`config.mk`:
```
export PLATFORM = sky130hd
export DESIGN_NAME = rpc_fifo
export DESIGN_NICKNAME = d
export VERILOG_FILES = /design/src/design/rpc_fifo.sv
export SDC_FILE = /design/constraint.sdc
export NUM_CORES = 1
export LEC_CHECK = 0
export BUFFER_PORTS_ARGS = -buffer_cell sky130_fd_sc_hd__buf_2
export CORE_ASPECT_RATIO = 0.7
export CORE_MARGIN = 10
export CORE_UTILIZATION = 23
export DETAILED_ROUTE_END_ITERATION = 16
export GPL_TIMING_DRIVEN = 0
export SLEW_MARGIN = 20
export SYNTH_ARGS = -nofsm -noshare
export SYNTH_HDL_FRONTEND = slang
export SYNTH_SLANG_ARGS = --single-unit
```
`constraint.sdc`:
```
create_clock -name clk -period 2.2 [get_ports clk]
set_input_delay 0.44 -clock clk [delete_from_list [all_inputs] [get_ports clk]]
set_output_delay 0.44 -clock clk [all_outputs]
set_load 0.01 [all_outputs]
```
`src/design/rpc_fifo.sv`:
```
// Short register queue carrying checkpoint snapshots from front to back.
// Depends on nothing but its parameters.
`default_nettype none

module rpc_fifo #(
    parameter int WIDTH = 8,
    parameter int DEPTH = 4
) (
    input  wire logic             clk,
    input  wire logic             rst_n,
    input  wire logic             wr_en,
    input  wire logic [WIDTH-1:0] wr_data,
    output logic                  full,
    input  wire logic             rd_en,
    output logic [WIDTH-1:0]      rd_data,
    output logic                  empty
);

    localparam int PTR_W = (DEPTH > 1) ? $clog2(DEPTH) : 1;
    localparam int CNT_W = $clog2(DEPTH + 1);

    logic [WIDTH-1:0] mem_reg [DEPTH];
    logic [PTR_W-1:0] wr_ptr_reg, rd_ptr_reg;
    logic [CNT_W-1:0] cnt_reg;
    logic             do_wr, do_rd;

    assign full    = (cnt_reg == CNT_W'(DEPTH));
    assign empty   = (cnt_reg == '0);
    assign rd_data = mem_reg[rd_ptr_reg];
    assign do_wr   = wr_en && !full;
    assign do_rd   = rd_en && !empty;

    always_ff @(posedge clk)
    begin
        if (do_wr)
        begin
            mem_reg[wr_ptr_reg] <= wr_data;
        end
    end

    always_ff @(posedge clk or negedge rst_n)
    begin
        if (!rst_n)
        begin
            wr_ptr_reg <= '0;
            rd_ptr_reg <= '0;
            cnt_reg    <= '0;
        end
        else
        begin
            if (do_wr)
            begin
                wr_ptr_reg <= (wr_ptr_reg == PTR_W'(DEPTH - 1)) ? '0 : wr_ptr_reg + 1'b1;
            end
            if (do_rd)
            begin
                rd_ptr_reg <= (rd_ptr_reg == PTR_W'(DEPTH - 1)) ? '0 : rd_ptr_reg + 1'b1;
            end
            if (do_wr && !do_rd)
            begin
                cnt_reg <= cnt_reg + 1'b1;
            end
            else if (do_rd && !do_wr)
            begin
                cnt_reg <= cnt_reg - 1'b1;
            end
        end
    end

endmodule

`default_nettype wire

```
# Yosys cells after proc, flatten, opt, wreduce, memory -nomap -nowiden
# Memory sizes are Yosys's and may differ from the RTL's.
# Index checks and enable logic that the tools add are counted.
[totals] word_cells=27 n_memories=1 reg_bits=7 ram_bits=32 in_bits=12
[classes] n_addsub=4 reduce_logical=10 muxes=6 eq_ne=3
[memory_table] memory="mem_reg" words=4 word_bits=8 rd=1 rd_ports_with_merged_regs=0 wr=1 line_no="22" rtl="logic [WIDTH-1:0] mem_reg [DEPTH];"
[op_table] op="$mux 3" n=2
[op_table] op="$add 2x1->2 const B" n=2
[op_table] op="$eq 2x2->1 const B" n=2
[op_table] op="$logic_and 1x1->1" n=4
[op_table] op="$logic_not 1->1" n=4
[op_table] op="$mux 2" n=2
[op_table] op="$add 3x1->3 const B" n=1
[op_table] op="$eq 3x3->1 const B" n=1
[op_table] op="$logic_not 3->1" n=1
[op_table] op="$sub 3x1->3 const B" n=1
[op_table] op="$mux 1" n=2
[op_table] op="$reduce_bool 2->1" n=1

# Longest topological paths before layout
[logic_depth] ltp_word=7 mapped_depth=9

# Worst setup path after synthesis
# No wires, ideal clock.
[synth_timing] path_kind="reg-to-reg" start="register cnt_reg[0]" end="register cnt_reg[2]" arrival_ps=1984 synth_period_minus_slack_ps=2064 path_buffers=0 path_stages_with_launch=9 required_time_ps=2121 path_slack_ps=136 cell_sequence="dfrtp_1 > nor3_1 > nand2b_4 > ha_1 > inv_1 > fa_1 > xor2_1 > nor2_1 > xor2_1"
[synth_between] elab_chain_len=6
[synth_lines] item="from (decl)" line_no="24" rtl="logic [CNT_W-1:0] cnt_reg;"
[synth_lines] item="from (signal assigned)" line_no="61" rtl="cnt_reg <= cnt_reg + 1'b1;"
[synth_lines] item="from (signal assigned)" line_no="65" rtl="cnt_reg <= cnt_reg - 1'b1;"
[synth_lines] item="$logic_not 3->1 (*)" line_no="28" rtl="assign empty = (cnt_reg == '0);"
[synth_lines] item="via empty" line_no="16" rtl="output logic empty"
[synth_lines] item="$logic_not 1->1 (*)" line_no="31" rtl="assign do_rd = rd_en && !empty;"
[synth_lines] item="$logic_and 1x1->1 (*)" line_no="31"
[synth_lines] item="$logic_not 1->1" line_no="59" rtl="if (do_wr && !do_rd)"
[synth_lines] item="$logic_and 1x1->1" line_no="59"
[synth_lines] item="$mux 3 / $reduce_bool 2->1 (equally long branches)"
# The timed path passes the listed nets; every way through them passes the cells marked *. The select of a mux whose other input is x is not followed.
# A chain may end at the register's enable or synchronous reset.

# Worst setup path after layout
[layout_timing] start="register rd_ptr_reg[0]" end="output rd_data[7]"
[layout_between] elab_chain_len=1
[layout_lines] item="from (decl)" line_no="23" rtl="logic [PTR_W-1:0] wr_ptr_reg, rd_ptr_reg;"
[layout_lines] item="from (signal assigned)" line_no="57" rtl="rd_ptr_reg <= (rd_ptr_reg == PTR_W'(DEPTH - 1)) ? '0 : rd_ptr_reg + 1'b1;"
[layout_lines] item="$mem_v2 4x8"
[layout_lines] item="to (decl)" line_no="15" rtl="output logic [WIDTH-1:0] rd_data,"
# No other way between the ends.

==> results.txt <==
- Setup repair after global routing left no endpoint under its margin.
* Overall via count from detail_route: about 770
- The worst setup path is of the reg2out kind.
- Slew of the pin with the lowest slew margin: about 0.27 ns
* Max FO, Critical Path: 10
- Number of buffers added by the clock tree synthesis step: 5
- Clock edge transition at the registers on the reported setup and hold paths: approximately 0.07 ns
- Area delta synth->final: 20.08%
- The clock reaches the later pin of the worst-skew pair after 0.28 ns.
* Fmax achieved: approximately 490 MHz
- DP Worst Slack: approximately 0.16 ns
- After routing, the total negative slack on setup checks comes to 0 ns.
* # H-tree levels: 2
- Type of origin of the critical path: flip-flop
* Share of power burned in the clock network: 0.184
- Yosys printed 0 warnings.
- Die boundary width: ~120 um
- The net count of the finished layout is around 130.
- The via count of the first global-routing pass is 890.
- Number of antenna repair diodes: 0
* Leakage power summed over all cells: between 0.7 and 0.8 nW
- Number of violations of the max-capacitance limit: 0
- Of the total power, the share spent switching nets is 0.3159.
- STA classifies the critical path endpoint as an output pin.
* Sink count of the clock tree: 39
* Data arrival time of the critical path: 1.59 ns
- The first TritonRoute pass finished after 2 iterations.
- The hold violation total from the final report was 0.
* Worst min-delay path class: in2reg
* Required time at the worst-slack endpoint: 1.76 ns
* Antenna Nets Post-Route: 0
- Global-route wire length before repair: approximately 4600 um
- Fraction of power consumed by combinational cells: 0.363
- Port buffer count: 21
- Count of routing violations after the opening detailed-route iteration: 50
* Clock tree from TritonCTS: yes
* Synthesized Nets: between 90 and 100
* Number of unique standard cell types used by synthesis: 19
* Final number of max-transition violations: 0
- Starting Density: 0.2387
- Setup violations remaining at the end of the flow were counted as 0.
- After synthesis the cells add up to approximately 1600 um2.
- CTS root buffer: clkbuf_8
- Leaving out fill and tap cells, the most frequent cell in the layout is edfxtp_1.
* Headroom to the max-slew limit: 0.8192
- The analysis attributes to net switching a power of 0.7743 mW.
* Total routing resource utilization after global routing: 0.05441
- Max IR drop VDD: 285.4 uV
- Of the available clock period, the critical path in the final layout requires 0.9249.
- Die Ht: around 90 um
* Core region area: about 6800 um2
- Vias/cell: approximately 3.8
* Post-synthesis cell count: roughly 80
- Commonest cells after routing, fill and taps aside: 32 x edfxtp_1, 21 x buf_2, 8 x mux4_2
* Share of post-route cells with drive strength above 1: 0.4862
- The initial antenna violation count came to 0.
- Design Power: ~2.5 mW
- Entering global routing, the biggest net connects 13 pins.
- Minimum period implied by the final worst setup slack: 2.035 ns
- Max Root-Sink Buffers: 2
* Placer's final routability congestion estimate: 0.6578
* Wirelength per Cell: approximately 14 um
* Part of the power in registers: 0.452
* Number of flip-flops under the largest register name: 32
- Max Clock Skew: approximately 0.0034 ns
- The internal power of the cells totals approximately 1.7 mW.
* I/O pin cnt: 22
- Site Rows: 25
- The HPWL after detailed placement is about 2100 um.
- Die footprint: 10860 um2
* Min setup slack post-route: ~0.17 ns
- Avg Inst Size Synth: ~21 um2
- Sequential fraction of the synthesis area: 0.7012
- Outcome: completed
* Overflow after GRT: 0
- Pwr/cell area: between 1000 and 1500 nW/um2
- For this run, design rule violations remaining after detail routing come to 0.
- WL final: ~2800 um
- # Post-CTS Setup Buffers: 0
* Number of storage elements in the synthesis netlist: 39
worst paths after layout:
kind                                 end  slack (ns)     startpoint  depth (start not counted)
hold / removal             mem_reg[3][5]        0.37     wr_data[5]                          1
hold reg to reg               cnt_reg[2]        0.54     cnt_reg[2]                          1
max in group asynchronous  wr_ptr_reg[0]        1.52          rst_n                          2
setup / recovery              rd_data[7]        0.17  rd_ptr_reg[0]                          3
min in group asynchronous  rd_ptr_reg[1]        0.52          rst_n                          2
setup reg to reg              cnt_reg[2]        0.19     cnt_reg[2]                          9
through the flow:
step	instances	util	area, um2	hold slack [ns]
floorplan	79	-	1620	0.1444
global placement	194	0.2715	1843	0.2779
detailed placement	194	0.2715	1843	0.2844
CTS	203	0.2853	1937	0.3582
global route	203	0.2866	1946	0.3647
finish	203	0.2866	1946	0.3673
per-layer routing:
layer  wire length (um)  up-vias  track usage  share of wire
li1                   -      359            -              -
met1               1216      386      0.05657           0.43
met2               1428       16      0.09324           0.51
met3                139        5      0.02374          0.049
met4                 36        0      0.02405          0.013
met5                  0        -            0              0
power by group through the flow:
| stage | Combinational [mW] | Sequential [mW] | Clock, mW |
|---|---|---|---|
| 6_report | 0.890 | 1.11 | 0.452 |
| 5_1_grt | 0.999 | 1.13 | 0.494 |
| 4_1_cts | 0.911 | 1.11 | 0.465 |
| 3_5_place_dp | 0.908 | 1.12 | 0 |
| 3_3_place_gp | 0.858 | 1.10 | 0 |
| 2_1_floorplan | 0.638 | 1.09 | 0 |
cells in the mapped netlist:
| cell | number | share of area |
|---|---|---|
| mux2_2 | 3 | 0.021 |
| mux4_2 | 8 | 0.11 |
| nor3_1 | 1 | 0.0031 |
| edfxtp_1 | 32 | 0.59 |
| nand2b_4 | 1 | 0.0085 |
| buf_1 | 1 | 0.0023 |
| buf_6 | 1 | 0.0069 |
| buf_2 | 1 | 0.0031 |
| and2_2 | 4 | 0.019 |
| inv_1 | 3 | 0.0069 |
| nor2_1 | 3 | 0.0069 |
| fa_1 | 1 | 0.012 |
| dfrtp_1 | 7 | 0.11 |
| ha_1 | 6 | 0.046 |
| xnor2_1 | 1 | 0.0054 |
| nor3b_4 | 1 | 0.012 |
| mux2_4 | 2 | 0.019 |
| nor2b_2 | 1 | 0.0054 |
| xor2_1 | 2 | 0.011 |
logic make-up after synthesis:
group / Yosys count / synth area share
buffers and inverters: 6 / 0.01930
and+or+nand+nor: 11 / 0.05405
adders and majority gates: 7 / 0.05869
muxes: 13 / 0.1506
xor gates and xnor gates: 3 / 0.01622
DFF: 39 / 0.7012
timing repair:
action                                  CTS  global route
hold buffers                              1             0
endpoints found under the setup margin    0             6
hold endpoints to repair                  7             0
resized for setup                         0             3
area by class of cell:
cell class,count,area [um2]
clock buffers,5,68.82
plain buffers,3,23.77
repair buffers,22,115.1
flip-flops and latches,39,1136
multi-input cells,34,457.9
clock inverters,3,15.01
fillers,669,4842
well taps,94,117.6
inverters,3,11.26
worst max-delay path, cell delays in order (launching register included):
cell and delay [ns]:
dfrtp_1 0.35, clkbuf_4 0.26, mux4_2 0.54, buf_2 0.16
(Power assumes the default switching activity.)
