### src/design/rpc_pkg.sv
// Shared constants for the running Pearson correlation core.
// No dependencies; the files that use it refer to it by scoped names.
`default_nettype none

package rpc_pkg;

    // default sizing of the core
    localparam int SAMPLE_WIDTH_DEF = 16;
    localparam int COUNT_WIDTH_DEF  = 16;

    // fixed field widths
    localparam int TOT_W     = 16;   // total_count register
    localparam int CKP_W     = 9;    // checkpoint_count register
    localparam int CKNUM_W   = 8;    // checkpoint_number field
    localparam int USED_W    = 16;   // samples_used field
    localparam int CORR_W    = 16;   // correlation field
    localparam int FRAC_BITS = 15;   // Q1.15
    localparam int CFG_IDX_W = 1;
    localparam int CFG_DAT_W = 16;

    localparam logic [CORR_W-1:0] CORR_MAX = 16'h7FFF;

    // configuration register indexes
    localparam logic [CFG_IDX_W-1:0] CFG_TOTAL_COUNT      = 1'b0;
    localparam logic [CFG_IDX_W-1:0] CFG_CHECKPOINT_COUNT = 1'b1;

    // checkpoint queue and multiplier slicing
    localparam int QUEUE_DEPTH = 4;
    localparam int MUL_CHUNK   = 32;

endpackage

`default_nettype wire

### src/design/rpc_front.sv
// Front end: accepts sample pairs, keeps the running sums and counters,
// spots checkpoints and pushes a snapshot. Depends on rpc_pkg.
`default_nettype none

module rpc_front #(
    parameter int SW    = 16,
    parameter int CW    = 16,
    parameter int SUM_W = 32,
    parameter int SQ_W  = 48,
    parameter int NXT_W = 17
) (
    input  wire logic                                clk,
    input  wire logic                                rst_n,
    input  wire logic                                cfg_wr_en,
    input  wire logic [rpc_pkg::CFG_IDX_W-1:0]       cfg_index,
    input  wire logic [rpc_pkg::CFG_DAT_W-1:0]       cfg_data,
    input  wire logic                                in_valid,
    output logic                                     in_ready,
    input  wire logic signed [SW-1:0]                measured,
    input  wire logic signed [SW-1:0]                estimated,
    input  wire logic                                q_full,
    output logic                                     push,
    output logic [CW-1:0]                            snap_n,
    output logic signed [SUM_W-1:0]                  snap_sa,
    output logic signed [SUM_W-1:0]                  snap_sb,
    output logic signed [SQ_W-1:0]                   snap_saa,
    output logic signed [SQ_W-1:0]                   snap_sbb,
    output logic signed [SQ_W-1:0]                   snap_sab,
    output logic [rpc_pkg::CKNUM_W-1:0]              snap_ck,
    output logic                                     snap_last
);

    localparam int TW  = rpc_pkg::TOT_W;
    localparam int KW  = rpc_pkg::CKP_W;
    localparam int PRW = 2 * SW;
    localparam int DCW = $clog2(TW + 1);

    logic [TW-1:0]          tot_reg;
    logic [KW-1:0]          ckc_reg;
    logic signed [SUM_W-1:0] sa_reg, sb_reg;
    logic signed [SQ_W-1:0] saa_reg, sbb_reg, sab_reg;
    logic [CW-1:0]          pc_reg;
    logic [KW-1:0]          ck_reg;
    logic [NXT_W-1:0]       nxt_reg;
    logic [KW-1:0]          rem_reg;
    logic [TW-1:0]          q0_reg;
    logic [KW-1:0]          r0_reg;
    logic                   div_busy_reg;
    logic [DCW-1:0]         div_cnt_reg;
    logic [TW-1:0]          div_quo_reg;
    logic [KW-1:0]          div_rem_reg;

    logic signed [PRW-1:0]  prod_aa, prod_bb, prod_ab;
    logic signed [SUM_W-1:0] sa_sum, sb_sum;
    logic signed [SQ_W-1:0] saa_sum, sbb_sum, sab_sum;
    logic [CW-1:0]          pc_inc;
    logic                   armed, hit, run_end, accept;
    logic [KW:0]            rem_sum;
    logic                   carry;
    logic [KW-1:0]          rem_step;
    logic [NXT_W-1:0]       nxt_step;
    logic [KW:0]            div_trial;
    logic                   div_ge, div_last;
    logic [KW-1:0]          div_rem_new;
    logic [TW-1:0]          div_quo_new;
    logic [TW-1:0]          tot_new;

    assign prod_aa = measured * measured;
    assign prod_bb = estimated * estimated;
    assign prod_ab = measured * estimated;
    assign sa_sum  = sa_reg + SUM_W'(measured);
    assign sb_sum  = sb_reg + SUM_W'(estimated);
    assign saa_sum = saa_reg + SQ_W'(prod_aa);
    assign sbb_sum = sbb_reg + SQ_W'(prod_bb);
    assign sab_sum = sab_reg + SQ_W'(prod_ab);
    assign pc_inc  = pc_reg + 1'b1;

    assign armed   = (ckc_reg != '0) && (tot_reg != '0) && (TW'(ckc_reg) <= tot_reg);
    assign hit     = armed && (NXT_W'(pc_inc) == nxt_reg);
    assign run_end = (pc_inc == CW'(tot_reg));
    assign in_ready = !div_busy_reg && !q_full;
    assign accept  = in_valid && in_ready;

    // evenly spaced checkpoints: step T/C per checkpoint, carry on remainder
    assign rem_sum  = {1'b0, rem_reg} + {1'b0, r0_reg};
    assign carry    = (rem_sum >= {1'b0, ckc_reg});
    assign rem_step = carry ? KW'(rem_sum - {1'b0, ckc_reg}) : rem_sum[KW-1:0];
    assign nxt_step = nxt_reg + NXT_W'(q0_reg) + NXT_W'(carry);

    // restoring divider, one quotient bit a cycle
    assign div_trial   = {div_rem_reg, div_quo_reg[TW-1]};
    assign div_ge      = (div_trial >= {1'b0, ckc_reg});
    assign div_rem_new = div_ge ? KW'(div_trial - {1'b0, ckc_reg}) : div_trial[KW-1:0];
    assign div_quo_new = {div_quo_reg[TW-2:0], div_ge};
    assign div_last    = (div_cnt_reg == DCW'(TW - 1));
    assign tot_new     = (cfg_index == rpc_pkg::CFG_TOTAL_COUNT) ? cfg_data : tot_reg;

    assign push      = accept && hit;
    assign snap_n    = pc_inc;
    assign snap_sa   = sa_sum;
    assign snap_sb   = sb_sum;
    assign snap_saa  = saa_sum;
    assign snap_sbb  = sbb_sum;
    assign snap_sab  = sab_sum;
    assign snap_ck   = ck_reg[rpc_pkg::CKNUM_W-1:0];
    assign snap_last = (KW'(ck_reg + 1'b1) == ckc_reg);

    always_ff @(posedge clk or negedge rst_n)
    begin
        if (!rst_n)
        begin
            tot_reg      <= TW'(1);
            ckc_reg      <= KW'(1);
            sa_reg       <= '0;
            sb_reg       <= '0;
            saa_reg      <= '0;
            sbb_reg      <= '0;
            sab_reg      <= '0;
            pc_reg       <= '0;
            ck_reg       <= '0;
            nxt_reg      <= NXT_W'(1);
            rem_reg      <= '0;
            q0_reg       <= TW'(1);
            r0_reg       <= '0;
            div_busy_reg <= 1'b0;
            div_cnt_reg  <= '0;
            div_quo_reg  <= '0;
            div_rem_reg  <= '0;
        end
        else if (cfg_wr_en)
        begin
            unique case (cfg_index)
                rpc_pkg::CFG_TOTAL_COUNT:      tot_reg <= cfg_data;
                rpc_pkg::CFG_CHECKPOINT_COUNT: ckc_reg <= cfg_data[KW-1:0];
                default:                       tot_reg <= tot_reg;
            endcase
            sa_reg       <= '0;
            sb_reg       <= '0;
            saa_reg      <= '0;
            sbb_reg      <= '0;
            sab_reg      <= '0;
            pc_reg       <= '0;
            ck_reg       <= '0;
            div_busy_reg <= 1'b1;
            div_cnt_reg  <= '0;
            div_quo_reg  <= tot_new;
            div_rem_reg  <= '0;
        end
        else if (div_busy_reg)
        begin
            div_quo_reg <= div_quo_new;
            div_rem_reg <= div_rem_new;
            div_cnt_reg <= div_cnt_reg + 1'b1;
            if (div_last)
            begin
                div_busy_reg <= 1'b0;
                q0_reg       <= div_quo_new;
                r0_reg       <= div_rem_new;
                nxt_reg      <= NXT_W'(div_quo_new);
                rem_reg      <= div_rem_new;
            end
        end
        else if (accept)
        begin
            if (run_end)
            begin
                sa_reg  <= '0;
                sb_reg  <= '0;
                saa_reg <= '0;
                sbb_reg <= '0;
                sab_reg <= '0;
                pc_reg  <= '0;
                ck_reg  <= '0;
                nxt_reg <= NXT_W'(q0_reg);
                rem_reg <= r0_reg;
            end
            else
            begin
                sa_reg  <= sa_sum;
                sb_reg  <= sb_sum;
                saa_reg <= saa_sum;
                sbb_reg <= sbb_sum;
                sab_reg <= sab_sum;
                pc_reg  <= pc_inc;
                if (hit)
                begin
                    ck_reg  <= ck_reg + 1'b1;
                    nxt_reg <= nxt_step;
                    rem_reg <= rem_step;
                end
            end
        end
    end

endmodule

`default_nettype wire

### config.mk
export PLATFORM = sky130hd
export DESIGN_NAME = rpc_front
export DESIGN_NICKNAME = d
export VERILOG_FILES = /design/src/design/rpc_pkg.sv /design/src/design/rpc_front.sv
export SDC_FILE = /design/constraint.sdc
export NUM_CORES = 2
export LEC_CHECK = 0
export BUFFER_PORTS_ARGS = -buffer_cell sky130_fd_sc_hd__buf_2
export CORE_ASPECT_RATIO = 1.2
export CORE_UTILIZATION = 47
export CTS_CLUSTER_SIZE = 30
export DETAILED_ROUTE_END_ITERATION = 12
export GPL_TIMING_DRIVEN = 0
export SETUP_SLACK_MARGIN = 0.4
export SYNTH_ARGS = -nofsm -noshare
export SYNTH_HDL_FRONTEND = slang
export SYNTH_SLANG_ARGS = --single-unit
export TNS_END_PERCENT = 1
### constraint.sdc
create_clock -name clk -period 36.8 [get_ports clk]
set_clock_uncertainty 0.1 [all_clocks]
set_input_delay 9.2 -clock clk [delete_from_list [all_inputs] [get_ports clk]]
set_output_delay 9.2 -clock clk [all_outputs]
set_load 0.02 [all_outputs]
# == Yosys cells after proc, flatten, opt, wreduce, memory -nomap -nowiden ==
# Index checks and enable logic that the tools add are counted.
# word_totals
wordCells,114
regBits,340
inputBits,54
output_inout_bits,235
# classes
n_bitwise,1
n_mul,3
reduce_logical,20
n_addsub,13
magnitude_cmp,3
muxes,51
n_eq_ne,6
# ops
operator,count
48-bit 2-to-1 mux,12
32-bit 2-to-1 mux,8
48-bit by 32-bit adder with 48-bit output,3
9-bit 2-to-1 mux,14
16-bit 2-to-1 mux,7
16-bit by 16-bit multiplier with 32-bit output,3
17-bit 2-to-1 mux,5
32-bit by 16-bit adder with 32-bit output,2
10-bit by 9-bit >= comparator with 1-bit output,2
9-bit subtractor,2
17-bit by 1-bit adder with 17-bit output,1
17-bit by 16-bit adder with 17-bit output,1
16-bit by 17-bit == test with 1-bit output,1
16-bit by 1-bit adder with 16-bit output (second input constant),1
16-bit == test,1
9-bit by 16-bit less-or-equal comparator with 1-bit output,1
16-bit nonzero test,1
9-bit by 9-bit adder with 10-bit output,1
5-bit 2-to-1 mux,2
9-bit by 1-bit adder with 9-bit output (second input constant),1
9-bit == test,1
9-bit nonzero test,1
1-bit logical AND,6
3-bit AND reduction,2
other kinds (11),18

# == Depth between registers and ports, before layout ==
# depth
depth_word,9
depth_mapped,28
depth_no_buf,26

# == Worst setup path after synthesis ==
# No wires, ideal clock.
# synth_timing
path_kind,in2out
from,input measured[15]
to,output snap_sab[45]
t_required_ns,27.500
arrival_time_ns,16.334
cell_stages,23
n_path_buf,4
path_slack_ns,11.166
path_cell_list,clkbuf_1 > clkbuf_1 > clkbuf_1 > nand2_1 > inv_1 > fa_1 > inv_1 > fa_1 > fa_1 > fa_1 > inv_1 > fa_1 > inv_1 > fa_1 > inv_1 > ha_1 > clkbuf_1 > nand4_1 > or4_1 > o31ai_1 > a21oi_1 > o21ai_0 > xor2_1
# synth_via
elab_chain_cells,2
# synth_lines
item,line_no,source
from (decl),rpc_front.sv:19,"input wire logic signed [SW-1:0] measured,"
16-bit by 16-bit multiplier with 32-bit output,rpc_front.sv:70,assign prod_ab = measured * estimated;
48-bit by 32-bit adder with 48-bit output,rpc_front.sv:75,assign sab_sum = sab_reg + SQ_W'(prod_ab);
to (decl),rpc_front.sv:28,"output logic signed [SQ_W-1:0] snap_sab,"
# Every way passes these cells.

# == Worst setup path after layout ==
# Ends and elaborated chain as after synthesis.

==> results.md <==
Synth:
- Each instance of the synthesized netlist takes up on average 9.53 um2.
- The share of flip-flops with an asynchronous set or reset is 100%.
- The most used flip-flop cell after synthesis is dfrtp_1.
- By count the netlist is led by 1306 x inv_1, 1016 x fa_1, 553 x ha_1.
- For this run, the number of Yosys warnings is 0.
- The cell count after synthesis came out at 6100.
- Sorting the synthesized cells by area gives the leading types as fa_1 35%, dfrtp_1 14%, ha_1 12%.
- The total of flip-flops plus latches after synthesis is between 300 and 400.
- The share of the synthesized area in the top cell type is 35.0%.
- Yosys instantiated no cell more often than inv_1.
- The leading area contributor after synthesis is fa_1.
- Counting distinct cell types in the post-synthesis netlist gives 80.
- The post-synthesis sequential area ratio is 14.6%.
- The count of flip-flops with a built-in enable after synthesis is 0.
- The number of nets handed over by synthesis was slightly below 8000.
- The cell area that synthesis handed to floorplanning was 0.0582 mm2.

Place:
- The count of input and output buffers is 288.
- OpenSTA, run right after detailed placement, puts the worst setup slack at 8.32 ns.
- At the end of routability-driven placement, the weighted congestion stood at 0.973.
- The wire-length estimate of the detail-placed layout is 144 mm.

Drt:
- Dividing the detail-routed via count by the number of cells gives 5.45.
- Dividing the detail-routed wire length by the instance count gives ~22 um.
- Before antenna repair, the detailed router went through 6 iterations.
- After the first detailed-routing iteration, the DRC count stood at 2558.
- The post-route antenna net violation count is 0.
- The wire length reported by the detailed router is 176 mm.
- The remaining design rule violation count is 0.
- The routed via count is 44283.

Setup path:
- Counting cells, the worst reg-to-reg path comes to 19.
- The worst path arrival time is 19.10 ns.
- The startpoint of the lowest-slack register-to-register path is sab_reg[9].
- STA puts the critical path data required time at 27.50 ns.
- The endpoint identified for the worst register-to-register timing path is sab_reg[47].
- In this run the worst path has a maximum fanout of 18.
- The startpoint type of the worst setup path is an input pin.
- The worst setup path is of the in2out kind.
- The category of the worst setup path capture point is an output port.
- The minimum setup slack among reg-to-reg paths is 29.67 ns.

Clock tree:
- The CTS clock-pin slew for the worst setup and hold paths is approximately 0.060 ns.
- Counting along the longest clock path gives a buffer depth of 3.
- In this run, CTS created clock tree buffers numbering 47.
- Clock latency on the worst-skew pair, taken at its later pin, is 0.70 ns.
- The number of gates given a new drive strength after cts is 0.
- The number of sinks driven by the clock tree is 340.
- The root buffer cell chosen for the clock tree is clkbuf_16.
- The CTS tree is built.
- Hold repair after CTS inserted 0 buffers.
- The H-tree depth is 2.
- The post-CTS setup-driven buffer insertion count is 0.

Hold path:
- Counting instances, the worst hold path has a depth of 1.
- The terminating pin of the worst hold path is sa_reg[28].
- The tightest min-delay check is of the reg2reg type.
- The start point of the worst hold path is sa_reg[28].

Floorplan:
- The initial core utilization is around 47%.
- The height of the die is 387 um.
- Pin placement for this block handled roughly 290 I/O pins.
- After floorplanning, the core was sized to cover 0.123 mm2.
- Row generation in the floorplan step produced around 140 rows.
- The die width is roughly 320 um.
- The area of the die is 0.125 mm2.

STA:
- The worst slew margin relative to its limit is 7.63%.
- The final worst setup slack is 8.40 ns.
- Setup repair after global routing left no endpoint under its margin.
- In the final timing run, aggregate negative setup slack is 0 ns.
- The upper clock frequency limit is 0.0352 GHz.
- In the finished design, the share of the clock period the worst path needs comes to 77.2%.
- The final critical-path required period is approximately 28 ns.
- The final setup violation count is 0.
- The count of pins over their slew limit came to 0.
- The hold violation count in the final report was 0.
- The slew at the pin closest to its max-slew limit is 1.37 ns.

Final layout:
- The filler cells instantiated in the layout total 11704.
- The area growth from synthesis to layout is 9.48%.
- Cells with a size suffix above 1 make up 8.08% of the layout.
- The net count of the finished layout is 8069.
- At the end of the flow the core is filled with cells to 51.8%.

Global routing:
- Global routing used 29.0% of the available tracks across all layers.
- The initial antenna violation count is 13.
- The via count of the first global-routing pass is 47204.
- After global routing the overflow that remains totals 0.
- The first-pass GRT wire length is 276 mm.
- The maximum number of pins on one net before global-route repair is ~100.

Job:
- The number of max-capacitance violations reported is 0.

Status:
- The run finished with clean final reports.
## metal layers
| layer | share of wire, % | wire length (um) | vias to the layer above | global-route usage, % |
|---|---|---|---|---|
| met1 | 40 | 70500 | 22518 | 36.5 |
| met2 | 49 | 85600 | 1313 | 49.2 |
| met3 | 7.0 | 12300 | 353 | 5.53 |
| met5 | 0.027 | 47 | - | 0 |
| met4 | 4.4 | 7720 | 8 | 10.7 |
| li1 | - | - | 20091 | - |
## placed cells by master, fill, tap and decap left out, types with 22 or more instances in the layout
cell,n
nand4_1,41
nor3_1,41
nor2b_1,45
xor2_1,126
o21ai_0,173
o21bai_1,30
mux2i_1,22
a211oi_1,54
clkbuf_1,178
a31oi_1,40
a21o_1,119
nor2_1,245
clkbuf_16,47
and2_1,179
nand3_1,43
inv_1,1306
o211ai_1,24
fa_1,1013
nand2_1,474
a31o_2,23
a21oi_1,230
o21a_1,28
a22o_1,210
buf_2,316
nand2b_1,40
dfrtp_1,336
xnor2_1,212
ha_1,553
mux2_2,44
## critical path, stage by stage
cell      delay (ns)
buf_2           0.41
clkbuf_1        0.71
clkbuf_1        0.61
clkbuf_1        0.57
nand2_1         0.27
inv_1           0.16
fa_2            0.49
inv_1           0.15
fa_1            0.64
fa_1            0.69
fa_1            0.77
inv_1           0.36
fa_1            0.60
inv_1           0.05
fa_1            0.48
inv_1           0.05
ha_1            0.26
clkbuf_1        0.29
nand4_1         0.27
or4_1           0.54
o31ai_1         0.52
a21oi_1         0.21
o21ai_0         0.24
xor2_1          0.29
buf_2           0.22
## logic make-up (layout without fill, tap and decap cells)
logic type      after synthesis  count (layout)  synth area share, %
compound gates             1040            1040                 12.2
xor+xnor                    338             338                 5.09
fa+ha+maj                  1569            1569                 46.9
buf+inv                    1547            1931                 10.1
flops                       340             340                 14.6
mux                          67              67                 1.25
other cells                   0               4                    0
simple gates               1199            1199                 9.79
## worst max-delay path by stage
stage | from | to | slack [ns]
2_1_floorplan | measured[15] | snap_sab[45] | 11.17
3_3_place_gp | measured[15] | snap_sab[45] | 8.42
3_5_place_dp | measured[15] | snap_sab[45] | 8.32
4_1_cts | measured[15] | snap_sab[45] | 8.29
5_1_grt | measured[15] | snap_sab[45] | 7.94
6_report | measured[15] | snap_sab[45] | 8.40
## area by class of cell
class | instances | area [um2] | area share, %
buffer | 232 | 946 | 1.49
inverter | 1315 | 4940 | 7.75
clock inverter | 20 | 337 | 0.529
timing repair buffer | 297 | 1660 | 2.61
sequential | 340 | 8510 | 13.4
antenna | 4 | 10.0 | 0.0157
clock buffer | 67 | 1430 | 2.25
tap | 1644 | 2060 | 3.23
multi-input combinational | 4213 | 43800 | 68.8
## through the flow
step,hold WS (ns),cell area [um2],cells
floorplan,0.366,58200,6100
global placement,0.386,61700,8032
detailed placement,0.388,61900,8040
CTS,0.407,63600,8127
global route,0.414,63700,8130
finish,0.402,63700,8132
Power is left out: the tool's default activity adds up to more than one toggle a clock period on the data nets, which glitch-free logic cannot reach.
